--- config.mk ---
export PLATFORM = sky130hd
export DESIGN_NAME = pscfl_cell
export DESIGN_NICKNAME = d
export VERILOG_FILES = /design/src/design/per_source_connect_flood_limiter_macros.svh /design/src/design/pscfl_pkg.sv /design/src/design/pscfl_cell.sv
export SDC_FILE = /design/constraint.sdc
export NUM_CORES = 2
export LEC_CHECK = 0
export ABC_AREA = 1
export BUFFER_PORTS_ARGS = -buffer_cell sky130_fd_sc_hd__buf_4
export CAP_MARGIN = 0
export CORE_MARGIN = 2
export CORE_UTILIZATION = 35
export CTS_CLUSTER_DIAMETER = 40
export CTS_CLUSTER_SIZE = 20
export DETAILED_ROUTE_END_ITERATION = 10
export SLEW_MARGIN = 20
export SYNTH_ARGS = -nofsm -noshare
export SYNTH_HDL_FRONTEND = slang
export SYNTH_SLANG_ARGS = --single-unit
--- constraint.sdc ---
create_clock -name clk -period 8.8 [get_ports clk]
set_clock_uncertainty 0.15 [all_clocks]
set_input_delay 1.32 -clock clk [delete_from_list [all_inputs] [get_ports clk]]
set_output_delay 1.32 -clock clk [all_outputs]
set_load 0.01 [all_outputs]
--- src/design/per_source_connect_flood_limiter_macros.svh ---
// assertion macros for the connect flood limiter
`ifndef PER_SOURCE_CONNECT_FLOOD_LIMITER_MACROS_SVH
`define PER_SOURCE_CONNECT_FLOOD_LIMITER_MACROS_SVH
`ifndef SYNTHESIS
`define PSCFL_ASSERT_IMP(label, clk, rst_n, a, b) \
    label: assert property (@(posedge clk) disable iff (!rst_n) (a) |-> (b)) \
        else $error("assertion failed");
`define PSCFL_ASSERT_NXT(label, clk, rst_n, a, b) \
    label: assert property (@(posedge clk) disable iff (!rst_n) (a) |=> (b)) \
        else $error("assertion failed");
`else
`define PSCFL_ASSERT_IMP(label, clk, rst_n, a, b)
`define PSCFL_ASSERT_NXT(label, clk, rst_n, a, b)
`endif
`endif

--- src/design/pscfl_pkg.sv ---
// shared types and constants of the connect flood limiter
`timescale 1ns / 1ps
package pscfl_pkg;
    localparam int TIME_W    = 48;
    localparam int KEY_W     = 32;
    localparam int MAXC_W    = 4;
    localparam int PERIOD_W  = 32;
    localparam int TRACKED_W = 7;
    localparam int CFG_IDX_W = 2;
    localparam int CFG_DATA_W = 32;
    localparam logic [TIME_W:0] SWEEP_INTERVAL = 49'd1000;
    localparam logic [TIME_W-1:0] TIME_MAX = {TIME_W{1'b1}};

    localparam logic [CFG_IDX_W-1:0] CFG_MAX_CONNECTIONS = 2'd0;
    localparam logic [CFG_IDX_W-1:0] CFG_SAMPLE_PERIOD   = 2'd1;
    localparam logic [CFG_IDX_W-1:0] CFG_BAN_LENGTH      = 2'd2;

    localparam logic CMD_CONNECT = 1'b0;
    localparam logic CMD_CHECK   = 1'b1;

    typedef struct packed {
        logic              command;
        logic [KEY_W-1:0]  source_key;
        logic [TIME_W-1:0] now;
    } in_item_t;

    typedef struct packed {
        logic                 flooding;
        logic                 table_full;
        logic [TRACKED_W-1:0] tracked_count;
    } out_item_t;

    typedef struct packed {
        logic              sweep;
        logic              apply;
        logic              alloc;
        logic              command;
        logic [KEY_W-1:0]  key;
        logic [TIME_W-1:0] now;
        logic [TIME_W-1:0] thr;
        logic              have_thr;
        logic [TIME_W-1:0] ban_end;
        logic [MAXC_W-1:0] max_conn;
    } cell_ctl_t;

    typedef struct packed {
        logic valid;
        logic hit;
        logic free_ok;
    } tok_t;
endpackage

--- src/design/pscfl_cell.sv ---
// one table entry with its join history and search token stage
`timescale 1ns / 1ps
module pscfl_cell
    import pscfl_pkg::*;
#(
    parameter int TABLE_ENTRIES = 64,
    parameter int HISTORY_DEPTH = 16,
    parameter int IDX = 0
)
(
    input  logic                               clk,
    input  logic                               rst_n,
    input  cell_ctl_t                          ctl,
    input  logic [$clog2(TABLE_ENTRIES)-1:0]   sel_idx,
    input  tok_t                               tok_in,
    input  logic [$clog2(TABLE_ENTRIES)-1:0]   free_idx_in,
    input  logic [$clog2(TABLE_ENTRIES+1)-1:0] count_in,
    output tok_t                               tok_out,
    output logic [$clog2(TABLE_ENTRIES)-1:0]   free_idx_out,
    output logic [$clog2(TABLE_ENTRIES+1)-1:0] count_out,
    output logic                               flood
);
    localparam int IDX_W = $clog2(TABLE_ENTRIES);
    localparam int CNT_W = $clog2(TABLE_ENTRIES + 1);
    localparam int HC_W  = $clog2(HISTORY_DEPTH + 1);
    localparam int HI_W  = $clog2(HISTORY_DEPTH);

    logic                valid_reg, valid_next;
    logic [KEY_W-1:0]    key_reg, key_next;
    logic [TIME_W-1:0]   ban_reg, ban_next;
    logic [HC_W-1:0]     cnt_reg, cnt_next;
    logic [TIME_W-1:0]   hist_reg [HISTORY_DEPTH];
    logic [TIME_W-1:0]   hist_next [HISTORY_DEPTH];
    logic                flood_reg, flood_next;
    tok_t                tok_reg;
    logic [IDX_W-1:0]    free_idx_reg;
    logic [CNT_W-1:0]    count_reg;

    logic                banned, me_hit, target;
    logic [TIME_W-1:0]   cur_ban;
    logic [HC_W-1:0]     cur_cnt;

    assign banned = ctl.now < ban_reg;
    assign me_hit = valid_reg && (key_reg == ctl.key);
    assign target = ctl.apply && (ctl.alloc ? (sel_idx == IDX_W'(IDX)) : me_hit);

    always_comb
    begin
        valid_next = valid_reg;
        key_next   = key_reg;
        ban_next   = ban_reg;
        cnt_next   = cnt_reg;
        hist_next  = hist_reg;
        flood_next = ctl.apply ? 1'b0 : flood_reg;
        cur_ban    = ban_reg;
        cur_cnt    = cnt_reg;
        if (ctl.sweep)
        begin
            if (valid_reg && !banned)
            begin
                if (cnt_reg == '0)
                begin
                    valid_next = 1'b0;
                end
                else if (ctl.have_thr && (hist_reg[0] <= ctl.thr))
                begin
                    for (int i = 0; i < HISTORY_DEPTH - 1; i++)
                    begin
                        hist_next[i] = hist_reg[i+1];
                    end
                    cnt_next = cnt_reg - HC_W'(1);
                end
            end
        end
        else if (target)
        begin
            if (ctl.alloc)
            begin
                valid_next = 1'b1;
                key_next   = ctl.key;
                ban_next   = '0;
                cnt_next   = '0;
                cur_ban    = '0;
                cur_cnt    = '0;
            end
            if (ctl.now < cur_ban)
            begin
                flood_next = 1'b1;
            end
            else if (32'(cur_cnt) > 32'(ctl.max_conn))
            begin
                ban_next   = ctl.ban_end;
                flood_next = 1'b1;
            end
            else if (ctl.command == CMD_CONNECT)
            begin
                if (cur_cnt == HC_W'(HISTORY_DEPTH))
                begin
                    for (int i = 0; i < HISTORY_DEPTH - 1; i++)
                    begin
                        hist_next[i] = hist_reg[i+1];
                    end
                    hist_next[HISTORY_DEPTH-1] = ctl.now;
                end
                else
                begin
                    hist_next[cur_cnt[HI_W-1:0]] = ctl.now;
                    cnt_next = cur_cnt + HC_W'(1);
                end
            end
        end
    end

    always_ff @(posedge clk or negedge rst_n)
    begin
        if (!rst_n)
        begin
            valid_reg <= 1'b0;
            ban_reg   <= '0;
            cnt_reg   <= '0;
            flood_reg <= 1'b0;
            tok_reg   <= '0;
        end
        else
        begin
            valid_reg     <= valid_next;
            ban_reg       <= ban_next;
            cnt_reg       <= cnt_next;
            flood_reg     <= flood_next;
            tok_reg.valid <= tok_in.valid;
            tok_reg.hit   <= tok_in.hit | me_hit;
            tok_reg.free_ok <= tok_in.free_ok | !valid_reg;
        end
    end

    always_ff @(posedge clk)
    begin
        key_reg      <= key_next;
        hist_reg     <= hist_next;
        free_idx_reg <= (tok_in.free_ok || valid_reg) ? free_idx_in : IDX_W'(IDX);
        count_reg    <= count_in + CNT_W'(valid_reg);
    end

    assign tok_out      = tok_reg;
    assign free_idx_out = free_idx_reg;
    assign count_out    = count_reg;
    assign flood        = flood_reg;
endmodule

# == Yosys cells after proc, flatten, opt, wreduce, memory -nomap -nowiden ==
# Cells that the tools add are included.
# classes
n_addsub,3
order_cmp,6
n_eq_ne,9
mux,40
bitwise,7
n_reduce_logical,18
# op_table
operator,n
768-bit 2-to-1 mux,5
720-bit 2-to-1 mux,4
768-bit bitwise mux,1
48-bit 2-to-1 mux,6
48-bit demux with 4-bit select,1
48-bit less-than comparator,2
5-bit 2-to-1 mux,12
48-bit <= comparator,1
32-bit equality test,1
1-bit 2-to-1 mux,11
2-bit by 1-bit != test with 1-bit output (second input constant),4
4-bit AND reduction,2
7-bit by 1-bit adder with 7-bit output,1
7-bit AND reduction,1
6-bit logical NOT,1
2-bit != test (second input constant),3
5-bit by 1-bit adder with 5-bit output (second input constant),1
5-bit equality test (second input constant),1
5-bit greater-or-equal comparator (second input constant),1
5-bit by 4-bit greater-than comparator with 1-bit output,1
1-bit logical AND,5
5-bit logical NOT,1
5-bit by 1-bit less-than comparator with 1-bit output (second input constant),1
4-bit inverter with 5-bit output,1
9 further kinds,15
# totals
reg_bits,871
in_bits,209
out_inout_bits,17
word_cells,109

# == Depth between registers and ports, before layout ==
# logic_depth
depth_word,18
depth_mapped,22
depth_no_buf,20

# == Least setup slack after synthesis ==
# No wires, ideal clock.
# synth_timing
kind,input -> register
startpoint,in ctl[182] (netlist bit)
endpoint,reg hist_reg[192] (netlist bit) (enable)
setup_time_ns,0.454
arrival_time_ns,5.671
t_required_ns,8.196
setup_slack_ns,2.524
cell_stages,18
n_path_buf,4
cell_sequence,clkbuf_1 -> clkbuf_1 -> nor2_1 -> inv_1 -> ha_1 -> a21oi_1 -> o21ai_0 -> a21oi_1 -> nand2_1 -> a21oi_1 -> nand2_1 -> nand2_2 -> nor2_4 -> inv_2 -> buf_6 -> buf_2 -> nor2_1 -> nor2_1
# synth_between
elab_chain_len,6
word_cells_on_any_way,14
cone_classes,order compare: 2; eq/ne: 2; mux: 7; reduce/logical: 3
# synth_lines
item,line,rtl
"start, declared",pscfl_cell.sv:13,"input cell_ctl_t ctl,"
48-bit 2-to-1 mux / 5-bit 2-to-1 mux (equally long branches),pscfl_cell.sv:77,if (ctl.alloc)
48-bit 2-to-1 mux / 5-bit 2-to-1 mux (equally long branches),pscfl_cell.sv:75,else if (target)
48-bit 2-to-1 mux / 5-bit 2-to-1 mux (equally long branches),pscfl_cell.sv:57,if (ctl.sweep)
48-bit less-than comparator / 5-bit by 4-bit greater-than comparator with 1-bit output (equally long branches),"pscfl_cell.sv:86, pscfl_cell.sv:90",
2-bit != test (no line),-,
7-bit AND reduction (no line) (*),-,
"end signal, assigned",pscfl_cell.sv:139,hist_reg <= hist_next;
"end, declared",pscfl_cell.sv:32,logic [TIME_W-1:0] hist_reg [HISTORY_DEPTH];
# Every way passes the cells marked *; elsewhere a longest branch is shown, timed or not. The select of a mux whose other input is x is not followed.
# A chain may end at the register's enable or synchronous reset.

# == Worst setup path in the final report ==
# layout_timing
startpoint,in ctl[182] (netlist bit)
endpoint,reg hist_reg[240] (netlist bit) (enable)
# The elaborated chain is that of the path after synthesis.

==> flow_metrics.py <==
metrics = {
    "timing": {
        "setup_viol": 0,
        "rsz0062_at_grt": "no",
        "period_share_pct": 70.9,
        "drv_slew": 0,
        "slew-limit-headroom_pct": 7.83,
        "min_period_ns": 6.24,
        "finalSetupTns_ns": 0,
        "worstMarginPinSlew_ns": 1.38,
        "hold_violations": 0,
        "timing.fmax_mhz": 160,
    },
    "synth": {
        "post_synth_num_cell_types": 36,
        "syn_inst": 5746,
        "async_flop_share_pct": 6.66,
        "synth_area_per_cell_um2": 8.29,
        "ys.flop_type": "edfxtp_1",
        "syn-cell-area_um2": 47600,
        "synth-edff-count": 800,
        "ys_seq_elements": 871,
        "ys.warnings.count": 0,
        "syn_nets": 6108,
        "ys_seq_area_share_pct": 54.1,
    },
    "clocking": {
        "post_cts_buffers": 0,
        "h-tree-depth": 3,
        "cts_resized": 0,
        "path_clk_slew_ns": 0.06,
        "cts_tree": "built",
        "cts_made_buffers": 121,
        "cts_buffer_depth": 3,
        "cts-root-buf": "clkbuf_16",
        "insertion_delay_ns": 0.72,
        "clock_sinks": 871,
        "cts_hold_buf": 0,
    },
    "worst_setup_path": {
        "ff2ff_path_depth": 15,
        "crit_path_start_kind": "input port",
        "cp-end-kind": "flop",
        "worst-setup-path-type": "input port to flop",
        "arrival_ns": 6.49,
        "reg2reg_slack_ns": 3.59,
        "timing.rr.start": "ban_reg[46]$_DFFE_PN0P_",
        "cp_max_fo": 34,
        "timing.rr.end": "hist_reg[240]$_DFFE_PP_",
        "critPathRequiredTime_ns": 9.05,
    },
    "drt": {
        "num_vias": 40000,
        "drtIter0Drc": 3952,
        "wire_per_inst_um": 18.7,
        "first_pass_iters": 6,
        "post_drt_via_cell_ratio": 5.22,
        "met2_length_um": 69700,
        "drt_drc_violations_left": 0,
        "drt-met1-wl_um": 62000,
        "dr.max_layer_used": "met4",
        "route.met3.wl_um": 7950,
        "ant_nets": 0,
        "routed_wl_um": 143000,
    },
    "cells_and_area": {
        "syn_to_final_growth_pct": 15.0,
        "finish.utilization_pct": 40.5,
        "fillers": 13300,
        "largest_reg_flops": 768,
        "drive_above_1_share_pct": 9.07,
        "layout_common_cells": "2251 x nand2_1, 800 x edfxtp_1, 780 x o21ai_0",
        "layout.cells.most_common": "nand2_1",
        "final_nets": 6143,
    },
    "floorplanning": {
        "die_w_um": 373,
        "top_level_ports": 226,
        "core_area_um2": 135000,
        "die_h_um": 373,
        "start_util_pct": 35.2,
        "rows": 135,
        "dieArea_um2": 139000,
    },
    "status": {
        "outcome": "finished, final reports clean",
    },
    "grt": {
        "grt_start_max_net_pins": 238,
        "grt_pass1_vias": 38000,
        "grt_pass1_wl_um": 223000,
        "grt_use_total_pct": 20.2,
        "overflow": 0,
        "antenna_found_initial": 2,
    },
    "placed_design": {
        "io_buffers": 225,
        "hpwl_um": 90300,
        "place_congestion": 0.872,
    },
    "hold_path": {
        "holdPathStages": 2,
        "hp-class": "flop to flop",
        "min_from": "cnt_reg[4]$_DFFE_PN0P_",
        "whs_endpoint": "cnt_reg[4]$_DFFE_PN0P_",
    },
    "power": {
        "power.leakage_nw": 21.8,
        "pwr_density_cell_nw_per_um2": 184,
        "vdd.ir_drop.worst_uv": 165,
    },
    "flow_run": {
        "cap_violations": 0,
    },
}
-- where the power goes --
part	internal, W	switching [W]	leakage [nW]
clock network	0.00287	0.00205	2.00
logic	0.000202	0.000433	11.5
registers	0.00450	0.00000835	8.24
total	0.00757	0.00250	21.8
-- cell families after synthesis --
group | count (synthesis) | synth area share, %
flops | 871 | 54.1
xor+xnor | 21 | 0.386
compound gates | 1256 | 13.4
buf+inv | 774 | 6.40
simple gates | 2671 | 21.7
fa+ha+maj | 153 | 4.02
-- critical path, stage by stage --
cell	delay, ns
buf_4	0.25
inv_2	0.53
nand2_1	0.16
ha_1	0.36
nand4_1	0.13
nor3_1	0.22
nand2_1	0.25
nor3_2	0.23
nand2_2	0.13
nand2_1	0.34
nand2_2	0.13
nand2_1	0.12
nand3_2	0.70
nor2_4	1.14
buf_4	0.40
-- layer usage --
layer / vias up / global-route usage (%)
li1: 19200 / -
met1: 19300 / 27.4
met2: 1277 / 33.9
met3: 202 / 2.51
met4: 0 / 5.46
met5: - / 0
-- cells in the mapped netlist, types with 16 or more instances --
cell type     n  area, µm²
a21oi_1     237       1190
buf_1        16       60.1
buf_2        97        485
clkbuf_1    249        935
dfrtp_1      58       1450
edfxtp_1    800      24000
ha_1        153       1910
inv_1       404       1520
nand2_1    2253       8460
nand3_1     171        856
nor2_1      203        762
o211ai_1     19        143
o21ai_0     780       3900
o21ai_1     195        976
-- metrics by stage --
stage	std cells	worst slack (ns)	area, µm²	hold WS, ns	total power (W)
6_report	7670	2.56	54800	0.336	0.0101
5_1_grt	7670	2.23	54800	0.363	0.0104
4_1_cts	7667	2.59	54700	0.337	0.0101
3_5_place_dp	7438	1.85	50700	0.322	0.00523
3_3_place_gp	7438	1.94	50700	0.318	0.00521
2_1_floorplan	5746	2.52	47600	0.299	0.00493
-- worst max path at each step --
stage	from	end	slack, ns	cells past startpoint
after floorplan	ctl[182]	hist_reg[192]$_DFFE_PP_	2.52	18
after global placement	ctl[182]	hist_reg[309]$_DFFE_PP_	1.94	15
after detailed placement	ctl[182]	hist_reg[309]$_DFFE_PP_	1.85	15
after CTS	ctl[182]	hist_reg[279]$_DFFE_PP_	2.59	15
after global routing	ctl[182]	hist_reg[286]$_DFFE_PP_	2.23	15
final	ctl[182]	hist_reg[240]$_DFFE_PP_	2.56	15
-- layout make-up --
class / instances / area (µm²) / area share, %
Sequential cell: 871 / 25700 / 47.0
Multi-Input combinational cell: 4101 / 19000 / 34.7
Clock buffer: 128 / 3120 / 5.69
Tap cell: 1781 / 2230 / 4.07
Timing Repair Buffer: 277 / 2170 / 3.96
Inverter: 409 / 1550 / 2.83
Clock inverter: 101 / 960 / 1.75
Antenna cell: 2 / 5.00 / 0.00914
Power figures use the tool's default switching activity.
